**config.mk**
```make
export PLATFORM = sky130hd
export DESIGN_NAME = btcd_mul
export DESIGN_NICKNAME = d
export VERILOG_FILES = /design/src/btcd_mul.sv
export SDC_FILE = /design/constraint.sdc
export NUM_CORES = 2
export LEC_CHECK = 0
export BUFFER_PORTS_ARGS = -buffer_cell sky130_fd_sc_hd__buf_2
export CAP_MARGIN = 15
export CORE_ASPECT_RATIO = 1.25
export CORE_MARGIN = 2
export CORE_UTILIZATION = 30
export CTS_CLUSTER_SIZE = 14
export DETAILED_ROUTE_END_ITERATION = 8
export PLACE_DENSITY = 0.5
export SYNTH_ARGS = -nofsm -noshare
export SYNTH_HDL_FRONTEND = slang
export SYNTH_SLANG_ARGS = --single-unit
```
**constraint.sdc**
```tcl
create_clock -name i_clk -period 9.4 [get_ports i_clk]
set_input_delay 0.94 -clock i_clk [delete_from_list [all_inputs] [get_ports i_clk]]
set_output_delay 0.94 -clock i_clk [all_outputs]
set_load 0.1 [all_outputs]
```
**src/btcd_mul.sv**
```systemverilog
`timescale 1ns / 1ps
// Registered signed 33x33 multiply followed by floor shift.
module btcd_mul #(
    parameter int FB = 16
) (
    input  logic               i_clk,
    input  logic signed [32:0] i_a,
    input  logic signed [32:0] i_b,
    output logic signed [65:0] o_p
);
    logic signed [65:0] r_p;
    always_ff @(posedge i_clk) begin
        r_p <= i_a * i_b;
    end
    assign o_p = r_p >>> FB;
endmodule

```
# Yosys cells after proc, flatten, opt, wreduce, memory -nomap -nowiden
# Cells that the tools add are included.
# totals
out_inout_bits,66
input_bits,67
reg_bits,66
# classes
mul,1
# ops
cell,count
33-bit by 33-bit multiplier with 66-bit output,1

# Longest topological paths before layout
# depth
word_depth,1
depth_mapped,29

# Worst setup path before layout
# OpenSTA, ideal clock, no wires.
# synth_timing
path_kind,in2reg
start,input i_a[32]
end,register r_p[63]
setup_ps,72
t_required_ps,9328
slack_ps,1045
t_arrival_ps,8283
n_path_buf,1
path_stages,25
path_cell_list,clkbuf_1 > nand2_1 > inv_1 > fa_1 > inv_1 > fa_1 > inv_1 > fa_1 > inv_1 > fa_1 > inv_1 > fa_1 > fa_1 > fa_1 > inv_1 > fa_1 > inv_1 > ha_1 > a21o_1 > a21o_1 > a221oi_1 > o31ai_1 > nand2b_2 > a221oi_2 > xnor2_1
# synth_between
elab_chain_len,1
# synth_rtl
item,line_no,source
start: declaration,7,"input logic signed [32:0] i_a,"
33-bit by 33-bit multiplier with 66-bit output,13,r_p <= i_a * i_b;
end signal: assignment,13,
end: declaration,11,logic signed [65:0] r_p;
# No other way between the ends.

# Worst setup path after layout
# layout_timing
start,input i_b[9]
end,register r_p[60]
# layout_between
elab_chain_len,1
# layout_rtl
item,line_no,source
start: declaration,8,"input logic signed [32:0] i_b,"
33-bit by 33-bit multiplier with 66-bit output,13,
# No other way between the ends.

==> results_dict.tcl <==
set metrics [dict create \
    die_x_um 328 \
    cp-end-kind "flop" \
    multi_input_comb_area_um2 33300 \
    synth_edf_count 0 \
    cts_buffer_depth 2 \
    core_area_um2 130000 \
    grt_first_pass_wirelength_um 176000 \
    synth_top_area_share 0.581 \
    place.port_buffers 132 \
    crit_buf_inv 5 \
    arrival_ns 9.31 \
    synth_commonest_cells "fa_1 (1144), inv_1 (1129), nand2_1 (546)" \
    start_util 0.302 \
    drt_pass1_iterations 5 \
    min_path_type "primary input to flop" \
    grt-ovfl-total 0 \
    path_cells "buf_2, buf_4, nand2_1, fa_1, fa_1, fa_1, inv_1, fa_1, fa_1, fa_1, fa_1, inv_1, fa_1, inv_1, ha_1, nand2_1, nor2b_1, and3_1, nand2_1, nor2_1, nand3_1, o31ai_1, a211oi_2, xnor2_1" \
    synth.most_common_cell "fa_1" \
    largest_reg_flops 50 \
    status "finished clean" \
    avgRoutedWirePerCell_um 18.5 \
    synth.avg_cell_area_um2 9.41 \
    path_class "primary input to flop" \
    fin_crit_ns 9.04 \
    vias_per_cell 4.47 \
    worst_pin_slew_ns 0.911 \
    drc 0 \
    grt_pass1_vias 30500 \
    path_delay_family "adder cells" \
    die_area_um2 134000 \
    finalMaxSlewViolations 0 \
    syn_inst 4191 \
    rsz0062_at_grt "no" \
    holdPathStages 6 \
    ant_nets 0 \
    ys_seq_elements 50 \
    path_depth 24 \
    finalSetupViolCount 0 \
    antenna_found_initial 3 \
    dp_hpwl_um 93700 \
    fillerInstances 13700 \
    hold_end "r_p[16]$_DFF_P_" \
    drt_iter0_markers 1105 \
    critPathLaunchType "primary input" \
    rows 148 \
    htreeDepth 2 \
    nNetsFinal 5608 \
    critical_path.max_fanout 25 \
    path_clk_slew_ns 0.09 \
    cts_tree "built" \
    hold_viol_final 0 \
    worst_path_max_delay_cell "fa_1" \
    async_flop_share 0 \
    yosys_warnings 0 \
    gp_congestion 0.834 \
    syn2layout_area_growth_pct 6.77 \
    cts_setup_buffers 0 \
    cts_sinks 50 \
    reg_top3 "r_p x50" \
    utilization 0.323 \
    pre_cts_slack_ns -0.152 \
    cpPeakStageDelay_ns 0.92 \
    grt_max_degree 34 \
    fmax_mhz 111 \
    drt-total-wl_um 109000 \
    regArea_um2 1000 \
    yosys-top-cells-area "fa_1 (58%), inv_1 (11%), and2_1 (8.6%)" \
    vias 26400 \
    synth.largest_area_cell "fa_1" \
    largest-register "r_p" \
    cap_violations 0 \
    drive_above_1_share 0.0566 \
    synthFlopType "dfxtp_1" \
    syn_area_um2 39400 \
    cts_buffers 5 \
    hold_path.startpoint "i_b[0]" \
    die_h_um 409 \
    timing.final.crit_share 0.962 \
    required_ns 9.67 \
    yosysSeqAreaShare 0.0254 \
    cpMostUsedCell "fa_1" \
    pin_count 133 \
    yosys.cell_types.count 58 \
    synth_nets 5614 \
    postLayoutSetupSlackWorst_ns 0.357 \
    slew_headroom 0.393 \
    clockRootBuffer "clkbuf_16" \
    grt_util_all_layers 0.172 \
]
-- placed cells by master (no fill, tap or decap), types with 7 or more instances in the layout --
cell,instances
a21o_1,31
a21oi_1,56
a31oi_1,8
and2_1,542
and3_1,8
buf_2,131
buf_4,76
dfxtp_1,50
fa_1,1144
ha_1,212
inv_1,1129
nand2_1,546
nand2b_1,9
nand3_1,12
nand4_1,9
nor2_1,49
nor2b_1,7
o21a_1,8
o21ai_0,21
o21ai_1,9
xnor2_1,44
xor2_1,23
-- cells by family after synthesis --
group / synth area share
DFF: 0.0254
adders and majority gates: 0.648
buffers and inverters: 0.130
and+or+nand+nor: 0.152
AOI/OAI and AO/OA: 0.0291
xor gates and xnor gates: 0.0149
-- metrics by stage --
stage	instances	cell area [um2]	setup TNS, ns	hold WS (ns)
after floorplan	4191	39400	0	1.46
after global routing	5911	42100	0	1.87
after CTS	5911	42100	0	1.81
after global placement	5903	41900	-0.264	1.49
after detailed placement	5903	41900	-0.249	1.49
final	5916	42100	0	1.83
-- worst min-delay path, stage by stage --
cell      delay [ns]
buf_2           0.31
nand4b_1        0.29
nor4_4          0.06
o21ai_2         0.19
a31oi_1         0.13
xor2_1          0.21
-- final cells by class --
cell class / count / area share
inverter: 1129 / 0.101
timing repair buffer: 208 / 0.0293
sequential: 50 / 0.0238
clock inverter: 2 / 0.000386
clock buffer: 6 / 0.00330
multi-input combinational: 2791 / 0.791
antenna: 5 / 0.000297
tap: 1725 / 0.0513
-- layer usage --
| metal | wire length, um | part of all wire | global-route usage | vias up |
|---|---|---|---|---|
| met5 | 0 | 0 | 0 | - |
| met4 | 2560 | 0.023 | 0.0404 | 0 |
| met3 | 3150 | 0.029 | 0.0141 | 106 |
| met2 | 58400 | 0.53 | 0.317 | 439 |
| met1 | 45100 | 0.41 | 0.216 | 14200 |
| li1 | - | - | - | 11700 |
-- timing repair --
action | 4_1_cts | 5_1_grt
gates resized for setup | 0 | 1
endpoints found under the setup margin | 0 | 1
hold buffers | 0 | 0
-- how the worst max path moves through the flow --
stage	startpoint	endpoint
6_report	i_b[9]	r_p[60]$_DFF_P_
5_1_grt	i_b[9]	r_p[60]$_DFF_P_
4_1_cts	i_b[6]	r_p[60]$_DFF_P_
3_5_place_dp	i_b[6]	r_p[60]$_DFF_P_
3_3_place_gp	i_b[9]	r_p[60]$_DFF_P_
2_1_floorplan	i_a[32]	r_p[63]$_DFF_P_
Power is not shown: default switching activity piles up to over one toggle a cycle in this logic, so the estimate is an artifact.
