$ cat src/btcd_div.sv
`timescale 1ns / 1ps
// Restoring divider, one quotient bit per cycle; unsigned magnitudes.
module btcd_div #(
    parameter int W = 64
) (
    input  logic         i_clk,
    input  logic         i_rst_n,
    input  logic         i_start,
    input  logic [W-1:0] i_num,
    input  logic [W-1:0] i_den,
    output logic         o_busy,
    output logic [W-1:0] o_quo
);
    localparam int CW = $clog2(W + 1);
    logic [W-1:0]  r_q;
    logic [W-1:0]  r_rem;
    logic [W-1:0]  r_den;
    logic [CW-1:0] r_cnt;
    logic [W:0]    w_tr;

    assign w_tr = {r_rem, r_q[W-1]};

    always_ff @(posedge i_clk) begin
        if (!i_rst_n) begin
            r_cnt <= '0;
        end else if (i_start) begin
            r_cnt <= CW'(W);
        end else if (r_cnt != '0) begin
            r_cnt <= r_cnt - 1'b1;
        end
    end

    always_ff @(posedge i_clk) begin
        if (i_start) begin
            r_q   <= i_num;
            r_rem <= '0;
            r_den <= i_den;
        end else if (r_cnt != '0) begin
            if (w_tr >= {1'b0, r_den}) begin
                r_rem <= W'(w_tr - {1'b0, r_den});
                r_q   <= {r_q[W-2:0], 1'b1};
            end else begin
                r_rem <= w_tr[W-1:0];
                r_q   <= {r_q[W-2:0], 1'b0};
            end
        end
    end

    assign o_busy = (r_cnt != '0);
    assign o_quo  = r_q;
endmodule

$ cat config.mk
export PLATFORM = sky130hd
export DESIGN_NAME = btcd_div
export DESIGN_NICKNAME = d
export VERILOG_FILES = /design/src/btcd_div.sv
export SDC_FILE = /design/constraint.sdc
export NUM_CORES = 1
export LEC_CHECK = 0
export ABC_AREA = 1
export BUFFER_PORTS_ARGS = -buffer_cell sky130_fd_sc_hd__buf_2
export CORE_ASPECT_RATIO = 2
export CORE_MARGIN = 1.5
export CORE_UTILIZATION = 23
export DETAILED_ROUTE_END_ITERATION = 8
export HOLD_SLACK_MARGIN = 0.08
export PLACE_DENSITY_LB_ADDON = 0.05
export SETUP_SLACK_MARGIN = 0.3
export SLEW_MARGIN = 15
export SYNTH_ARGS = -nofsm -noshare
export SYNTH_HDL_FRONTEND = slang
export SYNTH_SLANG_ARGS = --single-unit
$ cat constraint.sdc
create_clock -name i_clk -period 3.25 [get_ports i_clk]
set_input_delay 0.4875 -clock i_clk [delete_from_list [all_inputs] [get_ports i_clk]]
set_output_delay 0.4875 -clock i_clk [all_outputs]
set_load 0.1 [all_outputs]
After elaboration in Yosys (flattened, before gate mapping):

Index checks and enable logic that the tools add are counted.

* bits in registers: 199
* bits in latches: 0
* RAM bits: 0
* memory bits (read-only): 0
* output and inout bits: 65
* word-level logic and storage cells: 18
* memories: 0

* add/sub/neg operators: 2
* multiply operators: 0
* divide/modulo/power cells: 0
* magnitude comparators: 1
* eq/ne operators: 0
* shift operators: 0
* muxes and demuxes: 6
* bitwise logic cells: 1
* reduce and logical (&&, ||, !) cells: 3

Operator list (number)
* $mux W64: 3
* $ge A65 B64 Y1: 1
* $sub A64 B64 Y64: 1
* $mux W7: 2
* $reduce_bool A7 Y1: 1
* $sub A7 B1 Y7 const B: 1
* $reduce_bool A2 Y1: 1
* $reduce_or A2 Y1: 1
* $mux W1: 1
* $not A1 Y1: 1

Depth between registers and ports, before layout:

* depth in word-level cells: 4
* mapped depth: 19
* depth with buffers taken out: 18

Worst setup path after synthesis:

Ideal clock, no wire load.

* kind: reg-to-reg
* from: register r_cnt[0]
* to: register r_q[0], in the netlist o_quo[0] (enable)
* library setup time: 0.454 ns
* data arrival time: 3.418 ns
* slack: -0.622 ns
* cell stages (with the launch flop): 11
* path buffers: 1
* cell sequence: dfxtp_1 > inv_1 > ha_1 > nand2_1 > nor3_1 > inv_1 > nor2_2 > inv_2 > nor2_1 > clkinv_1 > clkbuf_1

* word-level cells in the longest chain between the ends: 2

Ends and longest elaborated chain
* start, declared: RTL line 18 `logic [CW-1:0] r_cnt;`
* start signal, assigned: RTL line 27 `r_cnt <= CW'(W);`
* start signal, assigned: RTL line 29 `r_cnt <= r_cnt - 1'b1;`
* $reduce_bool A7 Y1
* via o_busy: RTL line 11 `output logic o_busy,`
* $reduce_bool A2 Y1 (no source line)
* end signal, assigned: RTL line 35 `r_q <= i_num;`
* end signal, assigned: RTL line 41 `r_q <= {r_q[W-2:0], 1'b1};`
* end signal, assigned: RTL line 44 `r_q <= {r_q[W-2:0], 1'b0};`
* end, declared: RTL line 15 `logic [W-1:0] r_q;`

The timed path passes the listed nets, and every way through them passes these cells.
A chain may end at the register's enable or synchronous reset.

Worst setup path after layout:

* from: register r_q[63], in the netlist o_quo[63]
* to: register r_rem[56]

* word-level cells in the longest chain between the ends: 2

Ends and longest elaborated chain
* $sub A64 B64 Y64 or $ge A65 B64 Y1 (tied branches): RTL line 40, 39
* $mux W64 *: RTL line 39 `if (w_tr >= {1'b0, r_den}) begin`
* end signal, assigned: RTL line 40 `r_rem <= W'(w_tr - {1'b0, r_den});`
* end signal, assigned: RTL line 43 `r_rem <= w_tr[W-1:0];`
* end, declared: RTL line 16 `logic [W-1:0] r_rem;`

Every way passes the cells marked *; elsewhere a longest branch is shown, timed or not.

==> impl_metrics.toml <==
[timing]
fin_ws_ns = 0.434
tns_ns = 0
rsz0062_at_grt = "false"
slew_headroom_pct = 39.1
finalMaxSlewViolations = 0
fmax_mhz = 355
worst_slew_pin_slew_ns = 0.913
skew_ns = 0.0165
fin_crit_ns = 2.82
min_period_over_period_pct = 86.6
hold_viol = 0
setup_viol = 0

[die]
dieArea_um2 = 63300
core-area_um2 = 61000
rows = 128
die_h_um = 354
ios = 196
die_x_um = 179
start_util_pct = 23.3

[cells_and_area]
seq_area_um2 = 5270
final_area_um2 = 17100
area_delta_synth_final_pct = 20.5
multi_input_area_um2 = 7020
fin_cells = 3196
final_nets = 2599
fill_cells = 6929
drive_gt1_share_pct = 14.1

[routing]
drc_errors = 0
viasPerCell = 4.28
wl_per_cell_um = 19.6
drtIter0Drc = 540
ant_nets = 0
firstDrtPassIters = 5
vias = 13687
totalWireLength_um = 62800

[critical_path]
slowest_delay_ns = 0.45
startpoint_type = "flop"
crit_path_end_kind = "flop"
arrival_ns = 3.22
crit_top_cell = "nand2_1"
worstSetupPathType = "reg -> reg"
cp_max_fo = 4
crit_path_cell_trace = "inv_1 > ha_1 > fa_1 > nor2_4 > o21ai_0 > nand2_1 > nand2_1 > nand3b_1 > nand2_1 > nand4_1 > nand3_1 > nand2_1 > nand2_1"
cpMaxStageDelayCell = "fa_1"
crit_required_ns = 3.65

[synthesis]
yosys_warnings = 0
synth_cells = 2171
ys_ff_latch = 199
synth.distinct_cells = 34
seq_area_frac_synth_pct = 37.1
syn_area_um2 = 14200
syn_avg_cell_area_um2 = 6.53
syn-num-nets = 2368

[job]
max_cap_viol_count = 0

[cts]
cts_buffers = 17
worstSkewPairLatency_ns = 0.51
clockBufferDepth = 2
numClockSinks = 199
clk_pin_slew_ns = 0.08
cts_hold_buf = 0
postCtsSetupRepairBufs = 0
cts-root-buf = "clkbuf_16"
cts-resized-gates = 8
tritoncts = "done"
htreeDepth = 4

[global_route]
track_usage_pct = 20.5
antenna_found_initial = 1
grt_overflow = 0
grt_pass1_wl_um = 91800
first_global_vias = 14593
grt_start_max_net_pins = 68

[status]
status = "complete, no violations"

[place]
io_buffers = 195
dp.cells = 3163
dp_hpwl_um = 52700
place.gp.congestion = 0.943
dp_slack_ns = 0.121
placed_cell_area_um2 = 16400

[power_and_ir_drop]
ir_worst_vdd_uv = 544
power_density_nw_per_um2 = 509
p_leak_nw = 9.25
power_mw = 8.70

[hold_path]
hold_path_class = "in -> reg"
==> cell type report <==
cell class / instances / share of cell area, %
clock inverters: 12 / 1.02
diodes: 1 / 0.0146
inverters: 444 / 9.76
well taps: 780 / 5.71
repair buffers: 258 / 9.05
clock buffers: 20 / 2.56
flip-flops and latches: 199 / 30.8
multi-input cells: 1482 / 41.1
==> per-stage QoR <==
stage / util, % / hold WS [ns]
3_5_place_dp: 26.9 / 0.459
4_1_cts: 28.0 / 0.105
5_1_grt: 28.0 / 0.129
3_3_place_gp: 26.9 / 0.457
6_report: 28.0 / 0.158
2_1_floorplan: - / 0.443
==> flip-flops by register name, summed over array words and instances, names as in the netlist <==
name	count
o_quo	64
r_den	64
r_cnt	7
r_rem	64
==> report_power, final <==
group	internal [mW]	switching, mW
registers	3.09	0.167
clock network	1.29	1.08
logic	0.510	2.57
total	4.88	3.81
==> placed cells by master, fill, tap and decap left out, types with 4 or more instances in the layout <==
| master | n |
|---|---|
| buf_12 | 7 |
| ha_1 | 64 |
| xnor2_1 | 31 |
| clkbuf_16 | 17 |
| nand3_2 | 6 |
| nand2_2 | 16 |
| nand3b_1 | 35 |
| nand3_1 | 148 |
| dfxtp_1 | 70 |
| inv_2 | 6 |
| nor2_1 | 107 |
| nand2_1 | 904 |
| a21oi_1 | 53 |
| bufinv_16 | 4 |
| buf_4 | 55 |
| o21ai_1 | 18 |
| nor3_1 | 14 |
| nand4_1 | 16 |
| nor2_2 | 17 |
| edfxtp_1 | 128 |
| o21bai_1 | 5 |
| nor2_4 | 4 |
| buf_2 | 194 |
| o21ai_0 | 29 |
| inv_1 | 437 |
==> cells in the mapped netlist, drive strengths merged <==
cell      n  area share, %
a21oi    53            1.9
a31oi     1          0.044
and2      4           0.18
buf      32            1.7
clkbuf   14           0.37
clkinv    1          0.026
dfxtp    71             10
edfxtp  128             27
fa        1           0.14
ha       65            5.7
inv     443             12
nand2   921             25
nand3   154            5.6
nand3b   35            1.9
nand4    16           0.71
nor2    128            3.7
nor3     14           0.49
nor4      2          0.088
o21ai    47            1.7
o21bai    5           0.26
or2       2          0.088
xnor2    31            1.9
xor2      3           0.19
==> critical path, delay by kind of cell (launching register included) <==
family	cells	cell delay (ns)
adder cells (fa/ha/maj)	2	0.68
AND/OR/NAND/NOR	9	1.49
flip-flops	1	0.37
AO/OA/AOI/OAI	1	0.09
buffers and inverters	1	0.09
==> worst paths after layout <==
kind              slack [ns]                    from  depth (start not counted)                      to
setup / recovery        0.43     o_quo[63]$_DFFE_PP_                         13  r_rem[56]$_SDFFE_PP0P_
hold / removal          0.16               i_den[29]                          1     r_den[29]$_DFFE_PP_
setup reg to reg        0.43     o_quo[63]$_DFFE_PP_                         13  r_rem[56]$_SDFFE_PP0P_
hold reg to reg         0.47  r_rem[47]$_SDFFE_PP0P_                          2  r_rem[47]$_SDFFE_PP0P_
==> kinds of logic (layout without fill, tap and decap cells) <==
logic type | count (synthesis) | after routing | share of synthesized area, %
other cells | 0 | 1 | 0
compound gates | 106 | 106 | 3.84
buf+inv | 490 | 734 | 13.8
flops | 199 | 199 | 37.1
fa+ha+maj | 66 | 66 | 5.87
simple gates | 1276 | 1276 | 37.3
xor+xnor | 34 | 34 | 2.10
==> per-layer routing <==
metal	wire length [um]	vias to the layer above	share of wire, %	GRT usage, %
li1	-	7093	-	-
met1	21100	6225	34	18.4
met2	36000	286	57	41.4
met3	1870	81	3.0	2.88
met4	3770	2	6.0	12.5
met5	13	-	0.021	0
No activity file was read; power rests on OpenSTA's default activity.
